==> config.mk <==
export PLATFORM = sky130hd
export DESIGN_NAME = cpu8_alu_execute_unit
export DESIGN_NICKNAME = d
export VERILOG_FILES = /design/src/rtl/c8alu_pkg.sv /design/src/rtl/cpu8_alu_execute_unit.sv
export SDC_FILE = /design/constraint.sdc
export NUM_CORES = 1
export LEC_CHECK = 0
export ABC_AREA = 1
export BUFFER_PORTS_ARGS = -buffer_cell sky130_fd_sc_hd__buf_2
export CORE_MARGIN = 8
export CORE_UTILIZATION = 40
export CTS_BUF_LIST = sky130_fd_sc_hd__clkbuf_4 sky130_fd_sc_hd__clkbuf_8 sky130_fd_sc_hd__clkbuf_16
export DETAILED_ROUTE_END_ITERATION = 8
export SKIP_CTS_REPAIR_TIMING = 1
export SYNTH_ARGS = -nofsm -noshare
export SYNTH_HDL_FRONTEND = slang
export SYNTH_SLANG_ARGS = --single-unit
export TNS_END_PERCENT = 30
==> constraint.sdc <==
create_clock -name clk -period 3.35 [get_ports clk]
set_clock_uncertainty 0.2 [all_clocks]
set_input_delay 0.335 -clock clk [delete_from_list [all_inputs] [get_ports clk]]
set_output_delay 0.335 -clock clk [all_outputs]
set_load 0.03 [all_outputs]
==> src/rtl/c8alu_pkg.sv <==
package c8alu_pkg;

  // Operation codes
  localparam logic [5:0] OP_LDA  = 6'd0;
  localparam logic [5:0] OP_LDX  = 6'd1;
  localparam logic [5:0] OP_LDY  = 6'd2;
  localparam logic [5:0] OP_ADC  = 6'd3;
  localparam logic [5:0] OP_SBC  = 6'd4;
  localparam logic [5:0] OP_AND  = 6'd5;
  localparam logic [5:0] OP_ORA  = 6'd6;
  localparam logic [5:0] OP_EOR  = 6'd7;
  localparam logic [5:0] OP_CMP  = 6'd8;
  localparam logic [5:0] OP_CPX  = 6'd9;
  localparam logic [5:0] OP_CPY  = 6'd10;
  localparam logic [5:0] OP_BIT  = 6'd11;
  localparam logic [5:0] OP_SHF_FIRST = 6'd12; // ASL A
  localparam logic [5:0] OP_SHF_LAST  = 6'd19; // ROR M
  localparam logic [5:0] OP_INC  = 6'd20;
  localparam logic [5:0] OP_DEC  = 6'd21;
  localparam logic [5:0] OP_INX  = 6'd22;
  localparam logic [5:0] OP_INY  = 6'd23;
  localparam logic [5:0] OP_DEX  = 6'd24;
  localparam logic [5:0] OP_DEY  = 6'd25;
  localparam logic [5:0] OP_TAX  = 6'd26;
  localparam logic [5:0] OP_TAY  = 6'd27;
  localparam logic [5:0] OP_TXA  = 6'd28;
  localparam logic [5:0] OP_TYA  = 6'd29;
  localparam logic [5:0] OP_CLC  = 6'd30;
  localparam logic [5:0] OP_SEC  = 6'd31;
  localparam logic [5:0] OP_CLI  = 6'd32;
  localparam logic [5:0] OP_SEI  = 6'd33;
  localparam logic [5:0] OP_CLD  = 6'd34;
  localparam logic [5:0] OP_SED  = 6'd35;
  localparam logic [5:0] OP_CLV  = 6'd36;
  localparam logic [5:0] OP_STA  = 6'd37;
  localparam logic [5:0] OP_STX  = 6'd38;
  localparam logic [5:0] OP_STY  = 6'd39;
  localparam logic [5:0] OP_PHA  = 6'd40;
  localparam logic [5:0] OP_PHP  = 6'd41;
  localparam logic [5:0] OP_PLA  = 6'd42;
  localparam logic [5:0] OP_PLP  = 6'd43;
  localparam logic [5:0] OP_BPL  = 6'd44;
  localparam logic [5:0] OP_BMI  = 6'd45;
  localparam logic [5:0] OP_BVC  = 6'd46;
  localparam logic [5:0] OP_BVS  = 6'd47;
  localparam logic [5:0] OP_BCC  = 6'd48;
  localparam logic [5:0] OP_BCS  = 6'd49;
  localparam logic [5:0] OP_BNE  = 6'd50;
  localparam logic [5:0] OP_BEQ  = 6'd51;

  // Shift kinds, from (code - first shift code) >> 1
  localparam logic [1:0] SHF_ASL = 2'd0;
  localparam logic [1:0] SHF_LSR = 2'd1;
  localparam logic [1:0] SHF_ROL = 2'd2;
  localparam logic [1:0] SHF_ROR = 2'd3;

  // Status bit positions
  localparam int FLAG_C = 0;
  localparam int FLAG_Z = 1;
  localparam int FLAG_I = 2;
  localparam int FLAG_D = 3;
  localparam int FLAG_V = 6;
  localparam int FLAG_N = 7;

  localparam logic [7:0] STATUS_RESET = 8'h34;

  // Stream widths and result field positions in the output tdata
  localparam int IN_DATA_W  = 16;
  localparam int OUT_DATA_W = 48;
  localparam int OUT_SV_LO  = 32;
  localparam int OUT_SV_HI  = 39;
  localparam int OUT_ST_BIT = 40;
  localparam int OUT_BR_BIT = 41;

endpackage

==> src/rtl/cpu8_alu_execute_unit.sv <==
// Execute unit of an 8-bit 6502-style processor (binary arithmetic).
// Input stream s_axis: one transfer carries an operation code and its operand
// byte (memory, immediate or pulled stack byte). The unit holds A, X, Y and
// the status byte and updates them as each transfer is accepted.
// Output stream m_axis: one transfer per input, carrying A, X, Y and status
// after the operation, a store byte with its valid bit, and the branch flag.
// Each result is registered in the output register, or in the skid register if stalled.
// Throughput: one operation per cycle while s_axis_tready is high; the work is a single 8-bit add, logic
// op or shift plus flag logic between the input and the output register.
// Stall: an output register and a one-deep skid register sit behind the
// logic, so an input is still taken while a result waits; s_axis_tready drops
// only when both hold results, and recovers the cycle after m_axis_tready.
// Reset (rst, synchronous, active high): A, X, Y cleared, status = 0x34,
// output and skid registers emptied.
module cpu8_alu_execute_unit (
  input  logic        clk,
  input  logic        rst,
  input  logic        s_axis_tvalid,
  output logic        s_axis_tready,
  input  logic [15:0] s_axis_tdata,   // [5:0] func, [13:6] operand, [15:14] zero
  output logic        m_axis_tvalid,
  input  logic        m_axis_tready,
  output logic [47:0] m_axis_tdata    // [7:0] acc_out, [15:8] x_out, [23:16] y_out,
                                      // [31:24] flags_out, [39:32] store_value,
                                      // [40] store_valid, [41] branch_taken,
                                      // [47:42] zero
);

  // Architectural registers
  logic [7:0] acc, idx_x, idx_y, status;
  logic [7:0] acc_next, idx_x_next, idx_y_next, status_next;

  // Output register and skid register
  logic [c8alu_pkg::OUT_DATA_W-1:0] out_data, skid_data;
  logic                             skid_valid;

  logic [5:0] func;
  logic [7:0] operand;
  logic       in_xfer, out_free;

  // Per-operation datapath
  logic [7:0] zn_val;
  logic       zn_en;
  logic [7:0] store_val;
  logic       store_en;
  logic       branch;
  logic [7:0] add_b;
  logic [8:0] add_sum;
  logic [7:0] cmp_reg;
  logic [8:0] cmp_diff;
  logic [5:0] shf_sel;
  logic [7:0] shf_src, shf_res;
  logic       shf_cout;
  logic [c8alu_pkg::OUT_DATA_W-1:0] result;

  assign func    = s_axis_tdata[5:0];
  assign operand = s_axis_tdata[13:6];

  assign s_axis_tready = !skid_valid;
  assign in_xfer       = s_axis_tvalid && s_axis_tready;
  assign out_free      = !m_axis_tvalid || m_axis_tready;

  // ADC / SBC share one adder; SBC adds the inverted operand
  assign add_b   = (func == c8alu_pkg::OP_SBC) ? ~operand : operand;
  assign add_sum = {1'b0, acc} + {1'b0, add_b} + {8'd0, status[c8alu_pkg::FLAG_C]};

  // Compare: reg + ~M + 1, carry out means reg >= M
  always_comb begin
    case (func)
      c8alu_pkg::OP_CPX: cmp_reg = idx_x;
      c8alu_pkg::OP_CPY: cmp_reg = idx_y;
      default:           cmp_reg = acc;
    endcase
  end
  assign cmp_diff = {1'b0, cmp_reg} + {1'b0, ~operand} + 9'd1;

  // Shifts and rotates: odd codes work on memory, even on A
  assign shf_sel = func - c8alu_pkg::OP_SHF_FIRST;
  assign shf_src = func[0] ? operand : acc;

  always_comb begin
    case (shf_sel[2:1])
      c8alu_pkg::SHF_ASL: begin
        shf_res  = {shf_src[6:0], 1'b0};
        shf_cout = shf_src[7];
      end
      c8alu_pkg::SHF_LSR: begin
        shf_res  = {1'b0, shf_src[7:1]};
        shf_cout = shf_src[0];
      end
      c8alu_pkg::SHF_ROL: begin
        shf_res  = {shf_src[6:0], status[c8alu_pkg::FLAG_C]};
        shf_cout = shf_src[7];
      end
      default: begin
        shf_res  = {status[c8alu_pkg::FLAG_C], shf_src[7:1]};
        shf_cout = shf_src[0];
      end
    endcase
  end

  always_comb begin
    acc_next    = acc;
    idx_x_next  = idx_x;
    idx_y_next  = idx_y;
    status_next = status;
    zn_val      = 8'd0;
    zn_en       = 1'b0;
    store_val   = 8'd0;
    store_en    = 1'b0;
    branch      = 1'b0;

    if (func inside {[c8alu_pkg::OP_SHF_FIRST:c8alu_pkg::OP_SHF_LAST]}) begin
      status_next[c8alu_pkg::FLAG_C] = shf_cout;
      zn_val = shf_res;
      zn_en  = 1'b1;
      if (func[0]) begin
        store_val = shf_res;
        store_en  = 1'b1;
      end else begin
        acc_next = shf_res;
      end
    end else begin
      case (func)
        c8alu_pkg::OP_LDA, c8alu_pkg::OP_PLA: begin
          acc_next = operand; zn_val = operand; zn_en = 1'b1;
        end
        c8alu_pkg::OP_LDX: begin
          idx_x_next = operand; zn_val = operand; zn_en = 1'b1;
        end
        c8alu_pkg::OP_LDY: begin
          idx_y_next = operand; zn_val = operand; zn_en = 1'b1;
        end
        c8alu_pkg::OP_ADC, c8alu_pkg::OP_SBC: begin
          acc_next = add_sum[7:0];
          status_next[c8alu_pkg::FLAG_C] = add_sum[8];
          // signed overflow: both inputs differ in sign from the result
          status_next[c8alu_pkg::FLAG_V] = (acc[7] ^ add_sum[7]) & (add_b[7] ^ add_sum[7]);
          zn_val = add_sum[7:0]; zn_en = 1'b1;
        end
        c8alu_pkg::OP_AND: begin
          acc_next = acc & operand; zn_val = acc & operand; zn_en = 1'b1;
        end
        c8alu_pkg::OP_ORA: begin
          acc_next = acc | operand; zn_val = acc | operand; zn_en = 1'b1;
        end
        c8alu_pkg::OP_EOR: begin
          acc_next = acc ^ operand; zn_val = acc ^ operand; zn_en = 1'b1;
        end
        c8alu_pkg::OP_CMP, c8alu_pkg::OP_CPX, c8alu_pkg::OP_CPY: begin
          status_next[c8alu_pkg::FLAG_C] = cmp_diff[8];
          zn_val = cmp_diff[7:0]; zn_en = 1'b1;
        end
        c8alu_pkg::OP_BIT: begin
          status_next[c8alu_pkg::FLAG_N] = operand[7];
          status_next[c8alu_pkg::FLAG_V] = operand[6];
          status_next[c8alu_pkg::FLAG_Z] = ((acc & operand) == 8'd0);
        end
        c8alu_pkg::OP_INC: begin
          store_val = operand + 8'd1; store_en = 1'b1;
          zn_val = operand + 8'd1; zn_en = 1'b1;
        end
        c8alu_pkg::OP_DEC: begin
          store_val = operand - 8'd1; store_en = 1'b1;
          zn_val = operand - 8'd1; zn_en = 1'b1;
        end
        c8alu_pkg::OP_INX: begin
          idx_x_next = idx_x + 8'd1; zn_val = idx_x + 8'd1; zn_en = 1'b1;
        end
        c8alu_pkg::OP_INY: begin
          idx_y_next = idx_y + 8'd1; zn_val = idx_y + 8'd1; zn_en = 1'b1;
        end
        c8alu_pkg::OP_DEX: begin
          idx_x_next = idx_x - 8'd1; zn_val = idx_x - 8'd1; zn_en = 1'b1;
        end
        c8alu_pkg::OP_DEY: begin
          idx_y_next = idx_y - 8'd1; zn_val = idx_y - 8'd1; zn_en = 1'b1;
        end
        c8alu_pkg::OP_TAX: begin
          idx_x_next = acc; zn_val = acc; zn_en = 1'b1;
        end
        c8alu_pkg::OP_TAY: begin
          idx_y_next = acc; zn_val = acc; zn_en = 1'b1;
        end
        c8alu_pkg::OP_TXA: begin
          acc_next = idx_x; zn_val = idx_x; zn_en = 1'b1;
        end
        c8alu_pkg::OP_TYA: begin
          acc_next = idx_y; zn_val = idx_y; zn_en = 1'b1;
        end
        c8alu_pkg::OP_CLC: status_next[c8alu_pkg::FLAG_C] = 1'b0;
        c8alu_pkg::OP_SEC: status_next[c8alu_pkg::FLAG_C] = 1'b1;
        c8alu_pkg::OP_CLI: status_next[c8alu_pkg::FLAG_I] = 1'b0;
        c8alu_pkg::OP_SEI: status_next[c8alu_pkg::FLAG_I] = 1'b1;
        c8alu_pkg::OP_CLD: status_next[c8alu_pkg::FLAG_D] = 1'b0;
        c8alu_pkg::OP_SED: status_next[c8alu_pkg::FLAG_D] = 1'b1;
        c8alu_pkg::OP_CLV: status_next[c8alu_pkg::FLAG_V] = 1'b0;
        c8alu_pkg::OP_STA, c8alu_pkg::OP_PHA: begin
          store_val = acc; store_en = 1'b1;
        end
        c8alu_pkg::OP_STX: begin
          store_val = idx_x; store_en = 1'b1;
        end
        c8alu_pkg::OP_STY: begin
          store_val = idx_y; store_en = 1'b1;
        end
        c8alu_pkg::OP_PHP: begin
          store_val = status; store_en = 1'b1;
        end
        c8alu_pkg::OP_PLP: status_next = operand;
        c8alu_pkg::OP_BPL: branch = !status[c8alu_pkg::FLAG_N];
        c8alu_pkg::OP_BMI: branch =  status[c8alu_pkg::FLAG_N];
        c8alu_pkg::OP_BVC: branch = !status[c8alu_pkg::FLAG_V];
        c8alu_pkg::OP_BVS: branch =  status[c8alu_pkg::FLAG_V];
        c8alu_pkg::OP_BCC: branch = !status[c8alu_pkg::FLAG_C];
        c8alu_pkg::OP_BCS: branch =  status[c8alu_pkg::FLAG_C];
        c8alu_pkg::OP_BNE: branch = !status[c8alu_pkg::FLAG_Z];
        c8alu_pkg::OP_BEQ: branch =  status[c8alu_pkg::FLAG_Z];
        default: ; // unused codes: no operation
      endcase
    end

    if (zn_en) begin
      status_next[c8alu_pkg::FLAG_Z] = (zn_val == 8'd0);
      status_next[c8alu_pkg::FLAG_N] = zn_val[7];
    end
  end

  assign result = {6'd0, branch, store_en, store_val,
                   status_next, idx_y_next, idx_x_next, acc_next};

  // Register state on each accepted transfer
  always_ff @(posedge clk) begin
    if (rst) begin
      acc    <= 8'd0;
      idx_x  <= 8'd0;
      idx_y  <= 8'd0;
      status <= c8alu_pkg::STATUS_RESET;
    end else if (in_xfer) begin
      acc    <= acc_next;
      idx_x  <= idx_x_next;
      idx_y  <= idx_y_next;
      status <= status_next;
    end
  end

  // Output register with skid: new result goes straight out when the output
  // register is free, otherwise parks in the skid until the output drains.
  always_ff @(posedge clk) begin
    if (rst) begin
      m_axis_tvalid <= 1'b0;
      skid_valid    <= 1'b0;
    end else if (out_free) begin
      m_axis_tvalid <= in_xfer || skid_valid;
      skid_valid    <= 1'b0;
    end else if (in_xfer) begin
      skid_valid    <= 1'b1;
    end
  end

  always_ff @(posedge clk) begin
    if (out_free) begin
      out_data <= skid_valid ? skid_data : result;
    end
    if (in_xfer && !out_free) begin
      skid_data <= result;
    end
  end

  assign m_axis_tdata = out_data;

endmodule

# Yosys cells after proc, flatten, opt, wreduce, memory -nomap -nowiden
# Index checks and enable logic that the tools add are counted.
dict set report word_totals {
  in_bits 20
  output_inout_bits 50
  regBits 118
}
dict set report classes {
  order_cmp 2
  n_reduce_logical 27
  eq_ne 45
  n_bitwise 7
  muxes 36
  n_addsub 11
}
# operator count
set op_table {}
lappend op_table {{$eq A6 B6 Y1 const B} 20}
lappend op_table {{$pmux W8 S15} 1}
lappend op_table {{$eq A6 B5 Y1 const B} 12}
lappend op_table {{$mux W8} 9}
lappend op_table {{$pmux W8 S4} 2}
lappend op_table {{$pmux W8 S7} 1}
lappend op_table {{$pmux W8 S6} 1}
lappend op_table {{$mux W42} 1}
lappend op_table {{$add A8 B1 Y8 const B} 3}
lappend op_table {{$eq A6 B3 Y1 const B} 4}
lappend op_table {{$eq A6 B4 Y1 const B} 4}
lappend op_table {{$pmux W8 S3} 1}
lappend op_table {{$sub A8 B1 Y8 const B} 3}
lappend op_table {{$reduce_or A22 Y1} 1}
lappend op_table {{$add A8 B8 Y9} 2}
lappend op_table {{$logic_not A8 Y1} 2}
lappend op_table {{$pmux W8 S2} 1}
lappend op_table {{$reduce_or A2 Y1} 7}
lappend op_table {{$eq A6 B2 Y1 const B} 2}
lappend op_table {{$mux W1} 11}
lappend op_table {{$add A9 B1 Y9} 1}
lappend op_table {{$add A9 B1 Y9 const B} 1}
lappend op_table {{$pmux W1 S3} 3}
lappend op_table {{$and A8 B8 Y8} 1}
lappend op_table {{24 further kinds} 34}

# Depth between registers and ports, before layout
# Gate-level depths: netlist of run 1.
dict set report depth {
  depth_word 10
  ltp_mapped 26
  mapped_depth_nobuf 26
}

# Worst setup path after synthesis of run 1
# Ideal clock, no wire load.
dict set report synth_path {
  path_kind {register -> register}
  startpoint {reg m_axis_tvalid}
  endpoint {reg skid_data[0] (netlist name), enable pin}
  path_slack_ps -437
  arrival_time_ps 3145
  required_time_ps 2708
  stages_incl_launch_ff 5
  path_buffers 0
  path_cell_list {dfxtp_1 inv_1 nor2_1 inv_1 nor2_1}
}
dict set report synth_between {
  elab_chain_len 4
}
# element line_no
set synth_lines {}
lappend synth_lines {{from (decl)} cpu8_alu_execute_unit.sv:21} ;# output logic m_axis_tvalid,
lappend synth_lines {{from (signal assigned)} cpu8_alu_execute_unit.sv:254} ;# m_axis_tvalid <= in_xfer || skid_valid;
lappend synth_lines {{$logic_not A1 Y1} cpu8_alu_execute_unit.sv:61} ;# assign out_free = !m_axis_tvalid || m_axis_tready;
lappend synth_lines {{$logic_or A1 B1 Y1} cpu8_alu_execute_unit.sv:61}
lappend synth_lines {{net out_free} cpu8_alu_execute_unit.sv:39} ;# logic in_xfer, out_free;
lappend synth_lines {{$logic_not A1 Y1} cpu8_alu_execute_unit.sv:265} ;# if (in_xfer && !out_free) begin
lappend synth_lines {{$logic_and A1 B1 Y1} cpu8_alu_execute_unit.sv:265}
lappend synth_lines {{to (signal assigned)} cpu8_alu_execute_unit.sv:266} ;# skid_data <= result;
lappend synth_lines {{to (decl)} cpu8_alu_execute_unit.sv:34} ;# logic [c8alu_pkg::OUT_DATA_W-1:0] out_data, skid_data;
# The timed path passes the listed nets, and every way through them passes these cells.
# A chain may end at the register's enable or synchronous reset.

# Worst setup path after layout of run 1
dict set report layout_path {
  startpoint {in s_axis_tdata[0]}
  endpoint {reg out_data (netlist bit m_axis_tdata[25]), data pin}
}
dict set report layout_between {
  elab_chain_len 9
  word_cells_on_any_way 53
  cone_classes {5 x add/sub; 2 x order compare; 25 x eq/ne; 12 x mux; 9 x reduce/logical}
}
# element line_no
set layout_lines {}
lappend layout_lines {{from (decl)} cpu8_alu_execute_unit.sv:20} ;# input logic [15:0] s_axis_tdata,
lappend layout_lines {{$eq A6 B4 Y1 or $eq A6 B3 Y1 (tied branches)} {cpu8_alu_execute_unit.sv:69, cpu8_alu_execute_unit.sv:124, cpu8_alu_execute_unit.sv:64}}
lappend layout_lines {{$pmux W8 S2 or $mux W8 (tied branches)} {cpu8_alu_execute_unit.sv:69, cpu8_alu_execute_unit.sv:64}}
lappend layout_lines {{$add A8 B8 Y9 (on tied branches)} {cpu8_alu_execute_unit.sv:75, cpu8_alu_execute_unit.sv:65}}
lappend layout_lines {{$add A9 B1 Y9 (on tied branches)} {cpu8_alu_execute_unit.sv:75, cpu8_alu_execute_unit.sv:65}}
lappend layout_lines {{$pmux W8 S15} cpu8_alu_execute_unit.sv:124} ;# case (func)
lappend layout_lines {{$mux W8} cpu8_alu_execute_unit.sv:113} ;# if (func inside {[c8alu_pkg::OP_SHF_FIRST:c8alu_pkg::OP_SHF_LAST]}) begin
lappend layout_lines {{$logic_not A8 Y1} cpu8_alu_execute_unit.sv:224} ;# status_next[c8alu_pkg::FLAG_Z] = (zn_val == 8'd0);
lappend layout_lines {{$mux W1 (*)} cpu8_alu_execute_unit.sv:223} ;# if (zn_en) begin
lappend layout_lines {{$mux W42 (*)} cpu8_alu_execute_unit.sv:263} ;# out_data <= skid_valid ? skid_data : result;
lappend layout_lines {{to (signal assigned)} cpu8_alu_execute_unit.sv:263}
lappend layout_lines {{to (decl)} cpu8_alu_execute_unit.sv:34}
# Every way passes the cells marked *; elsewhere a longest branch is shown, timed or not.

==> results of run 1 <==
[layout by cell type, fill, tap and decap left out, drive strengths merged, types with 15 or more instances in the layout]
cell type	Yosys	layout
edfxtp	84	84
a21oi	61	61
o21ai	104	104
nand3	107	107
nand4	16	16
ha	38	38
nand2	389	389
nor2	141	141
dfxtp	34	34
xor2	15	15
inv	151	153
clkbuf	30	20
buf	21	201
[metal layers]
layer,global-route usage [%],up-vias
met5,0,-
met4,15.6,2
met3,6.48,89
met2,43.8,487
met1,38.3,4649
li1,-,4693
[cell families after synthesis]
| family | Yosys count |
|---|---|
| AO/OA/AOI/OAI | 236 |
| XOR/XNOR | 16 |
| adder cells (fa/ha/maj) | 41 |
| buffers and inverters | 207 |
| flip-flops | 118 |
| other | 1 |
| AND/OR/NAND/NOR | 679 |
[critical path: cells and delay by family]
family | cells | cell delay [ns]
adders and majority gates | 2 | 0.57
and+or+nand+nor | 9 | 1.01
AOI/OAI and AO/OA | 2 | 0.39
buffers and inverters | 4 | 0.54
xor gates and xnor gates | 2 | 0.35
[report_power, final]
group | switching [mW] | internal, mW
sequential | 0.0630 | 1.70
clock | 0.732 | 1.13
combinational | 0.859 | 0.406
[through the flow]
step	setup TNS, ns	total power [mW]
floorplan	-0.0395	2.51
global placement	-1.86	3.01
detailed placement	-3.02	3.02
CTS	0	4.88
global route	-0.0476	5.08
finish	0	4.89
[sequential cells by signal, summed over array words and instances (netlist names)]
signal         count
idx_y              8
status             8
m_axis_tvalid      1
m_axis_tdata      42
skid_data         42
idx_x              8
skid_valid         1
acc                8
[cell type report]
| type | count | area (um2) |
|---|---|---|
| tap | 285 | 357 |
| clock inverter | 13 | 149 |
| inverter | 156 | 588 |
| sequential | 118 | 3200 |
| multi-input combinational | 978 | 5110 |
| fill | 2326 | 11200 |
| clock buffer | 19 | 447 |
| timing repair buffer | 202 | 1390 |
[worst max path at each step]
stage	endpoint	slack, ns	depth (start not counted)
after CTS	m_axis_tdata[31]	0.06	22
after floorplan	m_axis_tdata[24]	-0.04	23
after detailed placement	m_axis_tdata[31]	-0.38	22
after global routing	m_axis_tdata[25]	-0.05	27
after global placement	m_axis_tdata[31]	-0.28	22
final	m_axis_tdata[25]	0.21	19
==> metrics.csv, run 1 <==
metric,value,unit
leakage power total,5.46,nW
final routed wire length divided by cell count,23.1,um
TritonCTS clock tree,built,
synthesized instance count,1298,
number of failing setup endpoints in the final timing report,0,
end of the worst register-to-register path,m_axis_tdata[25],
via count of the first global-routing pass,9400,
largest family of logic cells by synthesized area,simple AND/OR/NAND/NOR gates,
initial antenna violation count,1,
share of async-settable or async-resettable flops after synthesis,0,%
number of enable flip-flop cells after synthesis,84,
required time reported for the critical path endpoint,3.43,ns
"top cells by count, synth","382 x nand2_1, 135 x inv_1, 124 x nor2_1",
synth warn,0,
launch point of the worst reg-to-reg path,idx_x[0],
worst hold path startpoint,s_axis_tvalid,
ratio of total power to cell area,435,nW/um2
synth-to-layout area growth,24.1,%
number of buffers added by the clock tree synthesis step,17,
Slew HR,31.4,%
maximum number of pins on one net before global-route repair,46,
Final min period,3.14,ns
Clk Tree Root Cell,clkbuf_16,
final HPWL from detailed placement,33.0,mm
pre-CTS setup slack,-0.377,ns
"post-synthesis share of cell area spent on full adders, half adders and majority gates",5.91,%
endpoint of the worst hold-timing path,skid_valid,
number of distinct library cells after synthesis,50,
final-layout worst hold slack,0.0114,ns
Routed met2 length,17.7,mm
most used standard cell by instance count after synthesis,nand2_1,
final standard cell utilization of the core,50.1,%
Compound-Gate Fraction of Synth Area,15.4,%
Placement Cell Area,10500,um2
worst vdd ir,0.329,mV
CTS sink count,118,
wire length on met3,3.50,mm
worst path setup slack after routing,0.213,ns
vias after detailed routing,9920,
hold depth,3,
number of top-level pins,70,
core outline area,22400,um2
Non-Filler Instances,1771,
detailed-route wire length on metal 1,17.6,mm
maximum fanout along the worst path,30,
Placed Cells,1734,
startpoint type of the worst setup path,input port,
cell taking the most area after synthesis,edfxtp_1,
mux contribution to synthesized area,0,%
"Worst Path Class, Setup",in -> reg,
share of layout cells above drive strength 1,21.1,%
aggregate routed wire length,41.0,mm
top sig layer,met5,
type of the most critical hold path,in -> reg,
r2r worst-path depth,22,
wire length of the first global-routing pass,60.0,mm
cells along the critical path,"buf_2, buf_4, nor2_4, nand3_4, xor2_1, fa_1, inv_1, fa_1, buf_4, xor2_1, a21oi_1, nand2_1, nor2_1, nand2_1, nor2_2, nand2_1, nor2_2, nand3_2, o21ai_2",
endpoints failing hold,0,
row cnt,55,
predominant post-synthesis flop cell,edfxtp_1,
area of all placed cells without fillers,11200,um2
reported max-cap violation count,0,
post-detailed-route DRC marker count,0,
violation count after the first detailed-route iteration,1180,
Final Slew Violations,0,
area share of the largest cell type after synthesis,27.8,%
number of iterations in the first detailed-routing pass,5,
upper clock frequency limit,0.319,GHz
# diodes,0,
Port Buf Inserts,61,
maximum count of clock buffers along a single path,2,
y dimension of the die,166,um
global-route usage over all layers,29.1,%
result of the run,completed,
longest individual stage delay on the worst path,0.38,ns
number of nets in the final layout,1534,
most used cell along the critical path,nand2_1,
weighted congestion reported at the end of routability-driven placement,1.07,
setup slack of the most critical reg-to-reg path,0.26,ns
combined area of all synthesized cells,9060,um2
worst-path cell with the longest stage delay,fa_1,
post-route fraction of the period consumed by the critical path,93.6,%
initial core utilization,40.4,%
clock latency of the later-clocked register in the worst-skew pair,0.42,ns
H-Tree Depth,4,
Post-Synth XOR/XNOR Area,1.55,%
slew at the pin closest to its max-slew limit,1.03,ns
via/cell ratio,5.60,
arrival time of the worst setup path,3.21,ns
Die Width,166,um
largest cells by area after synthesis,"edfxtp_1 28%, nand2_1 16%, dfxtp_1 7.5%",
GRT Residual Overflow,0,
sequential element share of the synthesized area,35.4,%
synthesized-area fraction occupied by and/or/nand/nor cells,32.6,%
timing startpoint of the critical path,s_axis_tdata[0],
remaining antenna violation count after routing,0,
Avg Inst Size Synth,6.98,um2
Clock transition at path regs,0.06,ns
number of synthesized register bits,118,
nature of the critical path endpoint,flop,
area of the die,27700,um2
Power figures use the tool's default switching activity.
==> run 2, diff against run 1 <==
--- a/config.mk
+++ b/config.mk
@@ -11,6 +11,7 @@
 export CORE_UTILIZATION = 40
 export CTS_BUF_LIST = sky130_fd_sc_hd__clkbuf_4 sky130_fd_sc_hd__clkbuf_8 sky130_fd_sc_hd__clkbuf_16
 export DETAILED_ROUTE_END_ITERATION = 8
+export GPL_TIMING_DRIVEN = 0
 export SKIP_CTS_REPAIR_TIMING = 1
 export SYNTH_ARGS = -nofsm -noshare
 export SYNTH_HDL_FRONTEND = slang
==> constraint.sdc (replaced) <==
create_clock -name clk -period 3.35 [get_ports clk]
set_clock_uncertainty 0.2 [all_clocks]
set_input_delay 1.005 -clock clk [delete_from_list [all_inputs] [get_ports clk]]
set_output_delay 1.005 -clock clk [all_outputs]
set_load 0.03 [all_outputs]
==> run 2 against run 1 <==
  * The run now ends with setup timing left
  * First-iteration DRC count is 4.7% higher
  * Register-to-register slack worse by 0.49 ns
  * Count of clock-buffer cells in the layout is 1 higher
  * Flip-flop and latch count stayed put
  * Cell count is 2.8% lower
  * Routed wire length is 2.4% lower
  * Clock power is 3% lower
  * Critical endpoint is now m_axis_tdata[24]
  * Non-clock buffer count is 49 lower
==> metrics.csv, run 2 (same netlist as run 1, synthesis figures left out) <==
metric,value,unit,change
initial antenna violation count,1,,unchanged
Final Slew Violations,0,,unchanged
required time reported for the critical path endpoint,3.31,ns,was 3.43 ns
maximum count of clock buffers along a single path,2,,unchanged
startpoint type of the worst setup path,input port,,unchanged
TritonCTS clock tree,built,,unchanged
endpoints failing hold,0,,unchanged
leakage power total,5.20,nW,was 5.46 nW
weighted congestion reported at the end of routability-driven placement,1.05,,was 1.07
GRT Residual Overflow,0,,unchanged
upper clock frequency limit,0.251,GHz,was 0.319 GHz
vias after detailed routing,9762,,"was 9,920"
setup repair after global routing missed its margin,yes,,
result of the run,"complete, but fails checks",,was completed
wire length on met3,3.24,mm,was 3.50 mm
global-route usage over all layers,27.8,%,was 29.1%
aggregate routed wire length,40.0,mm,was 41.0 mm
maximum fanout along the worst path,7,,was 30
Die Width,166,um,unchanged
ratio of total power to cell area,432,nW/um2,was 435 nW/um2
post-detailed-route DRC marker count,0,,unchanged
remaining antenna violation count after routing,0,,unchanged
"commonest non-fill, non-tap cell in the layout",nand2_1,,unchanged
row cnt,55,,unchanged
number of nets in the final layout,1485,,"was 1,534"
Placed Cells,1647,,"was 1,734"
y dimension of the die,166,um,unchanged
Routed met2 length,17.7,mm,about the same
slew at the pin closest to its max-slew limit,1.19,ns,was 1.03 ns
clock network fraction of total power,37.2,%,was 38.1%
final HPWL from detailed placement,31.0,mm,was 33.0 mm
# diodes,0,,unchanged
Clk Tree Root Cell,clkbuf_16,,unchanged
switching power,1.63,mW,was 1.65 mW
number of buffers added by the clock tree synthesis step,17,,unchanged
number of failing setup endpoints in the final timing report,31,,was 0
"leading cell types in the layout, fill and taps excluded","361 x nand2_1, 125 x inv_1, 116 x nor2_1",,"was 375 x nand2_1, 138 x buf_4, 130 x inv_1"
number of top-level pins,70,,unchanged
final-layout worst hold slack,0.312,ns,was 0.0114 ns
Clock transition at path regs,0.06,ns,about the same
via/cell ratio,5.67,,was 5.60
internal power,3.19,mW,was 3.23 mW
share of layout cells above drive strength 1,20.3,%,was 21.1%
fraction of power consumed by combinational cells,25.7,%,was 25.9%
wire length of the first global-routing pass,58.2,mm,was 60.0 mm
failing checks,setup timing,,
detailed-route wire length on metal 1,17.7,mm,was 17.6 mm
post-route fraction of the period consumed by the critical path,119,%,was 93.6%
worst vdd ir,0.273,mV,was 0.329 mV
Port Buf Inserts,59,,was 61
core outline area,22400,um2,unchanged
clock latency of the later-clocked register in the worst-skew pair,0.40,ns,was 0.42 ns
sequential fraction of design power,37.0,%,was 36.0%
nature of the critical path endpoint,flop,,unchanged
number of iterations in the first detailed-routing pass,6,,was 5
H-Tree Depth,4,,unchanged
synth-to-layout area growth,23.4,%,was 24.1%
violation count after the first detailed-route iteration,1236,,"was 1,180"
Slew HR,20.3,%,was 31.4%
via count of the first global-routing pass,8822,,"was 9,400"
"Worst Path Class, Setup",in -> reg,,unchanged
Non-Filler Instances,1722,,"was 1,771"
maximum number of pins on one net before global-route repair,46,,unchanged
initial core utilization,40.4,%,unchanged
area of the die,27700,um2,unchanged
Final min period,3.98,ns,was 3.14 ns
top sig layer,met5,,unchanged
final routed wire length divided by cell count,23.2,um,was 23.1 um
type of the most critical hold path,reg -> reg,,was in -> reg
switching share of power,33.8,%,about the same
reported max-cap violation count,0,,unchanged
worst path setup slack after routing,-0.631,ns,was 0.213 ns
arrival time of the worst setup path,3.94,ns,was 3.21 ns
CTS sink count,118,,unchanged
-- run 2: path summary, 6_finish.rpt --
| path | startpoint | end | slack (ns) | cells after the start |
|---|---|---|---|---|
| max reg2reg | acc[0] | m_axis_tdata[25] | -0.23 | 16 |
| max | s_axis_tdata[5] | m_axis_tdata[24] | -0.63 | 23 |
| min | skid_data[31] | m_axis_tdata[31] | 0.31 | 2 |
| min reg2reg | skid_data[31] | m_axis_tdata[31] | 0.31 | 2 |
-- run 2: cell type report --
cell class | count | area (um2)
fill | 2324 | 11300
timing repair buffer | 104 | 691
inverter | 156 | 626
clock inverter | 12 | 130
sequential | 118 | 3200
buffer | 49 | 262
clock buffer | 20 | 454
multi-input combinational | 978 | 5460
tap | 285 | 357
-- run 2: metal layers --
metal,up-vias,global-route usage [%]
met2,507,43.6
met3,85,3.74
li1,4593,-
met4,2,9.05
met5,-,0
met1,4575,38.9
-- run 2: power by group through the flow --
stage | Sequential [mW] | Combinational, mW | Clock [mW]
3_3_place_gp | 1.81 | 1.09 | 0
5_1_grt | 1.79 | 1.34 | 1.87
6_report | 1.79 | 1.24 | 1.80
4_1_cts | 1.78 | 1.10 | 1.80
2_1_floorplan | 1.91 | 0.600 | 0
3_5_place_dp | 1.81 | 1.09 | 0
-- run 2: per-stage QoR --
step | TNS (ns) | instance area [um2] | utilization [%] | power, mW | setup WS [ns]
6_report | -7.53 | 11200 | 49.8 | 4.82 | -0.631
5_1_grt | -17.69 | 11200 | 49.8 | 4.99 | -0.706
4_1_cts | -35.33 | 10400 | 46.3 | 4.68 | -1.05
3_5_place_dp | -69.76 | 9800 | 43.7 | 2.90 | -1.45
3_3_place_gp | -70.00 | 9800 | 43.7 | 2.90 | -1.43
2_1_floorplan | -2.30 | 9150 | - | 2.51 | -0.251
-- run 2: worst max-delay path, stage by stage --
cell and delay [ns]:
buf_4 0.14, nor2_4 0.16, buf_8 0.19, nand2_8 0.08, nand2_4 0.09, inv_6 0.04, a21oi_4 0.17, ha_2 0.19
inv_2 0.04, fa_2 0.36, buf_4 0.15, nand2_4 0.05, nand3_2 0.07, nand3b_1 0.09, nand2_1 0.08, nand2_2 0.08
a21oi_2 0.06, o21ai_2 0.23, nand4_1 0.24, nand2_1 0.17, nand2_2 0.08, nand2_1 0.07, nand2_1 0.05
